## config.mk

```make
export PLATFORM = sky130hd
export DESIGN_NAME = siot_ctrl
export DESIGN_NICKNAME = d
export VERILOG_FILES = /design/src/sv/siot_pkg.sv /design/src/sv/siot_ctrl.sv
export SDC_FILE = /design/constraint.sdc
export NUM_CORES = 1
export LEC_CHECK = 0
export BUFFER_PORTS_ARGS = -buffer_cell sky130_fd_sc_hd__buf_2
export CAP_MARGIN = 20
export CORE_AREA = 2 2 39 41
export CTS_CLUSTER_DIAMETER = 40
export CTS_CLUSTER_SIZE = 28
export DETAILED_ROUTE_END_ITERATION = 8
export DIE_AREA = 0 0 41 43
export HOLD_SLACK_MARGIN = 0.08
export PLACE_DENSITY = 0.3
export SETUP_SLACK_MARGIN = 0.3
export SLEW_MARGIN = 25
export SYNTH_ARGS = -nofsm -noshare
export SYNTH_HDL_FRONTEND = slang
export SYNTH_SLANG_ARGS = --single-unit
```

## constraint.sdc

```tcl
create_clock -name clk -period 1.9 [get_ports clk]
set_input_delay 0.095 -clock clk [delete_from_list [all_inputs] [get_ports clk]]
set_output_delay 0.095 -clock clk [all_outputs]
set_load 0.05 [all_outputs]
```

## src/sv/siot_pkg.sv

```systemverilog
`timescale 1ns / 1ps
// ----------------------------------------------------------------------------
// siot_pkg
// Shared types, constants and helpers of the sorted interval overlap tagger.
// ----------------------------------------------------------------------------
package siot_pkg;

    localparam int TABLE_DEPTH = 4096;
    localparam int ADDR_W      = (TABLE_DEPTH > 1) ? $clog2(TABLE_DEPTH) : 1;
    localparam int CNT_W       = $clog2(TABLE_DEPTH + 1);
    localparam int POS_W       = 32;
    localparam int COUNT_W     = 32;
    localparam int ENTRY_W     = 2 * POS_W;

    localparam logic [1:0] CMD_CLEAR  = 2'd0;
    localparam logic [1:0] CMD_APPEND = 2'd1;
    localparam logic [1:0] CMD_QUERY  = 2'd2;

    typedef struct packed {
        logic [1:0]       cmd;
        logic [POS_W-1:0] start_pos;
        logic [POS_W-1:0] stop_pos;
    } req_t;

    typedef struct packed {
        logic               overlap;
        logic               dropped;
        logic [COUNT_W-1:0] tagged_count;
        logic [COUNT_W-1:0] total_count;
    } rsp_t;

    // controller -> datapath
    typedef struct packed {
        logic clear;
        logic append;
        logic load_query;
        logic advance;
        logic emit_drop;
        logic emit_miss;
        logic emit_eval;
    } ctl_cmd_t;

    // datapath -> controller
    typedef struct packed {
        logic table_empty;
        logic ptr_at_end;
        logic ref_below;
        logic last_entry;
    } dp_status_t;

    function automatic logic [COUNT_W-1:0] sat_inc(input logic [COUNT_W-1:0] v);
        logic [COUNT_W-1:0] r;
        r = (v == {COUNT_W{1'b1}}) ? v : v + 1'b1;
        return r;
    endfunction

endpackage

```

## src/sv/siot_ctrl.sv

```systemverilog
`timescale 1ns / 1ps
// ----------------------------------------------------------------------------
// siot_ctrl
// Command decode and pointer walk sequencing.
// ----------------------------------------------------------------------------
module siot_ctrl (
    input  logic                  clk,
    input  logic                  rst_n,
    input  logic                  start,
    input  logic [1:0]            cmd,
    input  siot_pkg::dp_status_t  status,
    output siot_pkg::ctl_cmd_t    ctl,
    output logic                  busy
);

    localparam logic ST_IDLE = 1'b0;
    localparam logic ST_WALK = 1'b1;

    logic state_reg, state_next;

    always_comb
    begin
        state_next = state_reg;
        ctl        = '0;

        case (state_reg)
            ST_IDLE:
            begin
                if (start)
                begin
                    case (cmd)
                        siot_pkg::CMD_CLEAR:  ctl.clear  = 1'b1;
                        siot_pkg::CMD_APPEND: ctl.append = 1'b1;
                        siot_pkg::CMD_QUERY:
                        begin
                            if (status.table_empty)
                            begin
                                ctl.emit_drop = 1'b1;
                            end
                            else if (status.ptr_at_end)
                            begin
                                ctl.emit_miss = 1'b1;
                            end
                            else
                            begin
                                ctl.load_query = 1'b1;
                                state_next     = ST_WALK;
                            end
                        end
                        default: ;
                    endcase
                end
            end
            ST_WALK:
            begin
                // reference under the pointer is on the RAM read port
                if (status.ref_below)
                begin
                    ctl.advance = 1'b1;
                    if (status.last_entry)
                    begin
                        ctl.emit_miss = 1'b1;
                        state_next    = ST_IDLE;
                    end
                end
                else
                begin
                    ctl.emit_eval = 1'b1;
                    state_next    = ST_IDLE;
                end
            end
            default: state_next = ST_IDLE;
        endcase
    end

    always_ff @(posedge clk or negedge rst_n)
    begin
        if (!rst_n)
        begin
            state_reg <= ST_IDLE;
        end
        else
        begin
            state_reg <= state_next;
        end
    end

    assign busy = (state_reg == ST_WALK);

endmodule

```

==> flow_summary.toml, run 1 <==
[floorplanning]
initial_core_util = 0.0949
core_mm2 = 0.00138
ioPinCount = 17
dieArea_mm2 = 0.00176
die_x_um = 41
die_h_um = 43
placementRows = 14

[worst_setup_path]
worstSetupEndpoint = "ctl[4]"
required_ns = 1.80
worstPathCellList = "nand4bb_4 > nor3_4 > buf_2"
cp_slowest_cell = "dfrtp_2"
critPathTopFamily = "simple AND/OR/NAND/NOR gates"
path_max_fanout = 6
criticalPathCategory = "flip-flop to primary output"
reg2reg_to = "busy"
end_kind = "primary output"
reg2reg_slack_ns = 0.87
critPathMaxStageDelay_ns = 0.42
crit_arrival_ns = 1.13
cp.depth = 3
r2r_cells = 2
startpoint = "busy"
startpoint_type = "flip-flop"
r2r_start = "busy"
cp_num_buf_inv = 1

[synth]
synth_area_leaders = "nand4bb_4, dfrtp_1, o32ai_2, and4bb_2, nor4b_1"
synth_largest_area_cell = "nand4bb_4"
syn_nets = 22
synth-seq-area-share = 0.190
synth_warnings = 0
yosys.area.top_type_share = 0.210
netlist_area_um2 = 131
ys_ff_latch = 1
synth.avg_cell_area_um2 = 10.1
synth_cells = 13
ys_types = 12

[timing]
post-route-min-period_ns = 1.22
holdWs_ns = 0.308
report.final.slew_viol_count = 0
clock_skew_ns = 0
fin_crit_sh = 0.643
setup-violations-final = 0
finalHoldViolations = 0
tightest_slew_ns = 0.254
slew_headroom = 0.832
fin_tns_setup_ns = 0
clock.fmax_mhz = 819
rsz0062_at_grt = "false"

[pwr]
p_clk_frac = 0
ir_drop_mv = 0.0890
pwr-share-comb = 0.674
p_per_area_mw_per_mm2 = 263
power_frac_seq = 0.326
p_sw_uw = 31.0
power.total_uw = 70.8
power_leakage_uw = 0.000135
internal_power_uw = 39.8
swShare = 0.438

[final_layout]
fin_nets = 41
layout-drive-gt1-share = 0.800
area_delta_synth_final_pct = 105
largest_register_ff_count = 1
layout_common_cells = "buf_2, inv_1"
nFillCells = 159
stdcell_area_um2 = 269
final_common_cell = "buf_2"
stdcell_count = 46
antenna-diode-count = 0

[cts]
ctsResizeCount = 0
clk_latency_ns = 0
clk_pin_slew_ns = 0

[global_routing]
grt_pass1_wl_um = 614
grt_usage = 0.0491
grt.overflow.total = 0
grt_max_degree = 7
antenna_found_initial = 0
grt_pass1_vias = 153

[place]
placedCellCount = 45
dpl_cell_area_um2 = 259
port_buffers = 16
hpwlAfterDp_um = 413

[detailed_routing]
first_iter_violations = 0
viasPerCell = 3.83
routed_wl_um = 448
wl_per_cell_um = 9.74
ant_nets = 0
vias = 176
remaining_drc_errors = 0
first_pass_iters = 1

[run]
drv_cap = 0

[status]
status = "complete, no violations"

[min_path]
hp-class = "input port to flip-flop"
[layer usage]
| metal | vias to the layer above | GRT usage | routed length (um) |
|---|---|---|---|
| li1 | 84 | - | - |
| met1 | 75 | 0.0769 | 192 |
| met2 | 17 | 0.0781 | 185 |
| met3 | 0 | 0 | 71 |
| met4 | 0 | 0 | 0 |
| met5 | - | 0 | 0 |
[cell type report]
| cell class | count | area, um^2 | area share |
|---|---|---|---|
| sequential | 1 | 26.3 | 0.0977 |
| inverter | 2 | 7.51 | 0.0279 |
| tap | 16 | 20.0 | 0.0744 |
| multi-input combinational | 10 | 125 | 0.465 |
| timing repair buffer | 17 | 90.1 | 0.335 |
[stage by stage]
step	utilization	setup WS (ns)
floorplan	-	0.326
global placement	0.187	0.693
detailed placement	0.187	0.655
CTS	0.194	0.653
global route	0.194	0.623
finish	0.194	0.679
[power by group through the flow]
stage,Clock [uW],Combinational [uW],Sequential [uW]
floorplan,0,24.9,24.7
global placement,0,45.0,23.0
detailed placement,0,46.6,23.2
CTS,0,48.4,23.2
global route,0,51.0,23.3
finish,0,47.7,23.1
[cell families (layout without fill, tap and decap cells)]
kind of cell    after synthesis  count (layout)  share of synthesized area
compound gates                2               2                      0.191
buf+inv                       2              19                     0.0572
flops                         1               1                      0.190
simple gates                  8               8                      0.562
[worst register-to-register path: stages, from the launching register on]
cell and delay [ns]:
dfrtp_2 0.42, nand4bb_4 0.29, o32ai_2 0.22
[Yosys cell counts]
library cell,number
nor2b_1,1
nand4bb_4,1
nand2b_1,1
dfrtp_1,1
nor3_1,1
and4bb_2,1
o32ai_2,1
inv_1,2
o2bb2ai_1,1
nand2_1,1
nor2_1,1
nor4b_1,1
[repair_timing]
item | in CTS | in global routing
buffers inserted | 0 | 0
endpoints found under the setup margin | 0 | 0
hold buffers | 1 | 0
endpoints found under the hold margin | 1 | 0
[worst min path at each step]
stage / depth (start not counted) / endpoint / from / slack, ns
floorplan: 0 / busy / rst_n / -0.20
global placement: 1 / busy / rst_n / -0.13
detailed placement: 1 / busy / rst_n / -0.12
CTS: 2 / busy / status[0] / 0.31
global route: 2 / busy / status[0] / 0.32
finish: 2 / busy / status[0] / 0.31
No activity file was read; power rests on OpenSTA's default activity.
==> inputs of run 2 (changes only) <==
==> constraint.sdc (replaced) <==
create_clock -name clk -period 1.25 [get_ports clk]
set_input_delay 0.0625 -clock clk [delete_from_list [all_inputs] [get_ports clk]]
set_output_delay 0.0625 -clock clk [all_outputs]
set_load 0.05 [all_outputs]
==> run 2 against run 1 <==
Final cell count grew 2.2%. Final area grew 30%. Global-route usage shrank 0.10 points. Sequential cell count is the same. Combinational power grew 88%.
==> flow_summary.toml, run 2 (same netlist as run 1, synthesis figures left out) <==
[pwr]
p_per_area_mw_per_mm2 = 356
power_frac_seq = 0.276
pwr-share-comb = 0.724
ir_drop_mv = 0.178
p_clk_frac = 0
power_leakage_uw = 0.000143
internal_power_uw = 72.6
p_sw_uw = 51.6
swShare = 0.416

[detailed_routing]
vias = 172
remaining_drc_errors = 0
first_pass_iters = 1
routed_wl_um = 378
ant_nets = 0
wl_per_cell_um = 8.04
first_iter_violations = 0
viasPerCell = 3.66

[worst_setup_path]
criticalPathCategory = "flip-flop to primary output"
end_kind = "primary output"
required_ns = 1.19
startpoint_type = "flip-flop"
r2r_start = "busy"
critPathMaxStageDelay_ns = 0.38
worstPathCellList = "nand4bb_4 > o2bb2ai_4 > buf_8"
path_max_fanout = 4
worstSetupEndpoint = "ctl[1]"
startpoint = "busy"
r2r_cells = 2
cp_slowest_cell = "dfrtp_2"
reg2reg_to = "busy"
crit_arrival_ns = 0.98
reg2reg_slack_ns = 0.28

[timing]
rsz0062_at_grt = "true"
report.final.slew_viol_count = 0
worst_slack_ns = 0.207
post-route-min-period_ns = 1.04
tightest_slew_ns = 0.250
setup-violations-final = 0
fin_crit_sh = 0.834
fin_tns_setup_ns = 0
finalHoldViolations = 0
clock_skew_ns = 0
slew_headroom = 0.835
clock.fmax_mhz = 959

[floorplanning]
initial_core_util = 0.0949
die_x_um = 41
die_h_um = 43
ioPinCount = 17
placementRows = 14
dieArea_mm2 = 0.00176
core_mm2 = 0.00138

[place]
port_buffers = 16
dpl_cell_area_um2 = 298
gp_congestion = 0.540
dp_slack_ns = 0.0977

[global_routing]
grt_usage = 0.0481
grt.overflow.total = 0
antenna_found_initial = 0
grt_pass1_vias = 156
grt_max_degree = 5
grt_pass1_wl_um = 655

[final_layout]
nFillCells = 155
register_area_um2 = 26.3
fin_nets = 42
largest_register_ff_count = 1
area_delta_synth_final_pct = 166
layout_common_cells = "buf_2, buf_6, buf_4, buf_8"
stdcell_area_um2 = 349
layout-drive-gt1-share = 0.871
final_common_cell = "buf_2"
multi_input_area_um2 = 153
antenna-diode-count = 0
finish.utilization = 0.252

[cts]
clk_pin_slew_ns = 0
postCtsSetupRepairBufs = 0
clk_latency_ns = 0

[min_path]
hp-class = "input port to flip-flop"

[status]
status = "complete, no violations"

[run]
drv_cap = 0
==> run 2: cell types whose count changed in the layout (fill, tap and decap cells not counted), moves of 2 or more <==
| cell | delta |
|---|---|
| buf_2 | -6 |
| buf_4 | +2 |
| buf_6 | +3 |
| buf_8 | +2 |
==> run 2: how the worst min path moves through the flow <==
stage               from    to  slack (ns)  cells past startpoint
5_1_grt        status[0]  busy        0.32                      2
2_1_floorplan      rst_n  busy       -0.23                      0
6_report       status[0]  busy        0.30                      2
4_1_cts        status[0]  busy        0.31                      2
3_3_place_gp       rst_n  busy       -0.16                      1
3_5_place_dp       rst_n  busy       -0.16                      1
==> run 2: critical path, delay by kind of cell, from the launching register on <==
| family | cells | cell delay, ns |
|---|---|---|
| simple gates | 1 | 0.26 |
| flops | 1 | 0.38 |
| compound gates | 1 | 0.19 |
| buf+inv | 1 | 0.15 |
==> run 2: power groups by stage <==
stage	registers (uW)	logic, uW	clock network [uW]
floorplan	37.8	43.0	0
global placement	34.3	78.9	0
detailed placement	34.3	79.7	0
CTS	34.3	90.1	0
global route	34.4	95.9	0
finish	34.3	89.9	0
==> run 2: what timing repair did <==
item,in CTS,in global routing
resized for setup,11,3
pin swaps,2,1
endpoints found under the setup margin,6,8
endpoints found under the hold margin,1,0
gates cloned,0,0
hold buffers,1,0
==> run 2: area by class of cell <==
class                   instances  share of cell area
inverters                       2              0.0323
multi-input cells              10               0.437
flip-flops and latches          1              0.0753
well taps                      16              0.0573
repair buffers                 18               0.398
==> run 2: per-layer routing <==
metal,global-route usage,vias to the layer above,routed length (um)
li1,-,86,-
met1,0.0737,77,147
met2,0.0781,9,199
met3,0,0,32
met4,0,0,0
met5,0,-,0
==> run 2: stage by stage <==
| stage | power [uW] | cells | hold slack, ns |
|---|---|---|---|
| detailed placement | 114 | 46 | -0.160 |
| CTS | 124 | 47 | 0.307 |
| global route | 130 | 47 | 0.320 |
| floorplan | 80.8 | 13 | -0.233 |
| finish | 124 | 47 | 0.303 |
| global placement | 113 | 46 | -0.162 |
==> inputs of run 3 (changes only) <==
==> constraint.sdc (replaced) <==
create_clock -name clk -period 0.98 [get_ports clk]
set_input_delay 0.049 -clock clk [delete_from_list [all_inputs] [get_ports clk]]
set_output_delay 0.049 -clock clk [all_outputs]
set_load 0.05 [all_outputs]
==> run 3 against run 2 <==
The run now ends with setup timing left. Sequential power up 28%. Final cell count up 2.1%. Worst hold slack worse by 0.010 ns. Combinational power up 31%. Core utilization up 1.4 points. Final area up 5.7%. Critical path type unchanged. Highest routed layer unchanged.
==> flow_summary.toml, run 3 (same netlist as run 1, synthesis figures left out) <==
[timing]
worst_slack_ns = -0.0548
tightest_slew_ns = 0.199
setup-violations-final = 6
holdWs_ns = 0.293
clock.fmax_mhz = 966
fin_crit_sh = 1.06
report.final.slew_viol_count = 0
slew_headroom = 0.867
post-route-min-period_ns = 1.03
finalHoldViolations = 0
clock_skew_ns = 0
rsz0062_at_grt = "true"

[floorplanning]
placementRows = 14
core_mm2 = 0.00138
dieArea_mm2 = 0.00176
die_x_um = 41
ioPinCount = 17
die_h_um = 43
initial_core_util = 0.0949

[global_routing]
top_usage_layer = "met1"
grt_pass1_vias = 159
met1_usage = 0.0900
grt_max_degree = 5
grt.overflow.total = 0
grt_usage = 0.0552
antenna_found_initial = 0
grt_pass1_wl_um = 731
gr-usage-met3 = 0
gr-usage-met2 = 0.0844

[run]
drv_cap = 0

[place]
gp_congestion = 0.575
dpl_cell_area_um2 = 305
hpwlAfterDp_um = 385
port_buffers = 16

[status]
violations = "setup timing"
status = "complete, but fails checks"

[final_layout]
final_common_cell = "buf_2"
layout_common_cells = "buf_2, buf_6, buf_4"
fin_nets = 43
antenna-diode-count = 0
nFillCells = 150
largest_register_ff_count = 1
layout-drive-gt1-share = 0.875
stdcell_area_um2 = 369
area_delta_synth_final_pct = 181

[worst_setup_path]
criticalPathCategory = "flip-flop to primary output"
crit_arrival_ns = 0.99
end_kind = "primary output"
required_ns = 0.93
startpoint_type = "flip-flop"
path_max_fanout = 4

[detailed_routing]
first_pass_iters = 2
ant_nets = 0
vias = 178
routed_wl_um = 398
first_iter_violations = 1
viasPerCell = 3.71
wl_per_cell_um = 8.29
remaining_drc_errors = 0

[cts]
postCtsSetupRepairBufs = 0
clk_pin_slew_ns = 0
clk_latency_ns = 0

[min_path]
hp-class = "input port to flip-flop"

[pwr]
ir_drop_mv = 0.184
power_leakage_uw = 0.000148
p_per_area_mw_per_mm2 = 439
==> run 3: changes by cell type in the layout (fill, tap and decap cells not counted), sizes merged <==
| cell | previous run | this run |
|---|---|---|
| buf | 17 | 18 |
==> run 3: cell type report <==
cell class | instances | area, um^2 | area share
Inverter | 2 | 11.3 | 0.0305
Multi-Input combinational cell | 10 | 153 | 0.414
Sequential cell | 1 | 26.3 | 0.0712
Tap cell | 16 | 20.0 | 0.0542
Timing Repair Buffer | 19 | 159 | 0.431
==> run 3: path summary, 6_finish.rpt <==
kind                                 from      to  slack, ns  cells past startpoint
max in group asynchronous           rst_n    busy       0.52                      2
worst min-delay path            status[0]    busy       0.29                      2
worst max register to register       busy    busy      -0.01                      2
min in group asynchronous           rst_n    busy       0.36                      2
worst min register to register       busy    busy       0.67                      2
worst max-delay path                 busy  ctl[1]      -0.05                      3
==> run 3: timing repair <==
item                       in CTS  in global routing
pin swaps                       3                  1
hold endpoints to repair        1                  0
resized for setup              16                  1
setup endpoints to repair       9                  9
hold buffers                    1                  0
==> run 3: stage by stage <==
| stage | worst slack [ns] | util | std cells | TNS (ns) | power, uW |
|---|---|---|---|---|---|
| 4_1_cts | -0.0569 | 0.264 | 48 | -0.245 | 163 |
| 6_report | -0.0548 | 0.267 | 48 | -0.199 | 162 |
| 2_1_floorplan | -0.378 | - | 13 | -1.81 | 103 |
| 3_3_place_gp | -0.154 | 0.221 | 47 | -0.756 | 145 |
| 3_5_place_dp | -0.170 | 0.221 | 47 | -0.797 | 147 |
| 5_1_grt | -0.0994 | 0.267 | 48 | -0.490 | 170 |
==> run 3: layer usage <==
metal | routed length, um | part of all wire
met1 | 148 | 0.37
met2 | 211 | 0.53
met5 | 0 | 0
met3 | 39 | 0.098
met4 | 0 | 0
==> run 3: where the power goes <==
| group | switching, uW | leakage (uW) | total, uW | internal [uW] |
|---|---|---|---|---|
| logic | 66.3 | 0.000136 | 118 | 52.1 |
| clock network | 0 | 0 | 0 | 0 |
| registers | 0.661 | 0.0000122 | 43.8 | 43.2 |
| total | 66.9 | 0.000148 | 162 | 95.3 |
==> run 3: worst max-delay path: stages (launching register included) <==
cell       delay (ns)
dfrtp_2          0.38
nand4bb_4        0.26
o2bb2ai_4        0.19
buf_8            0.16
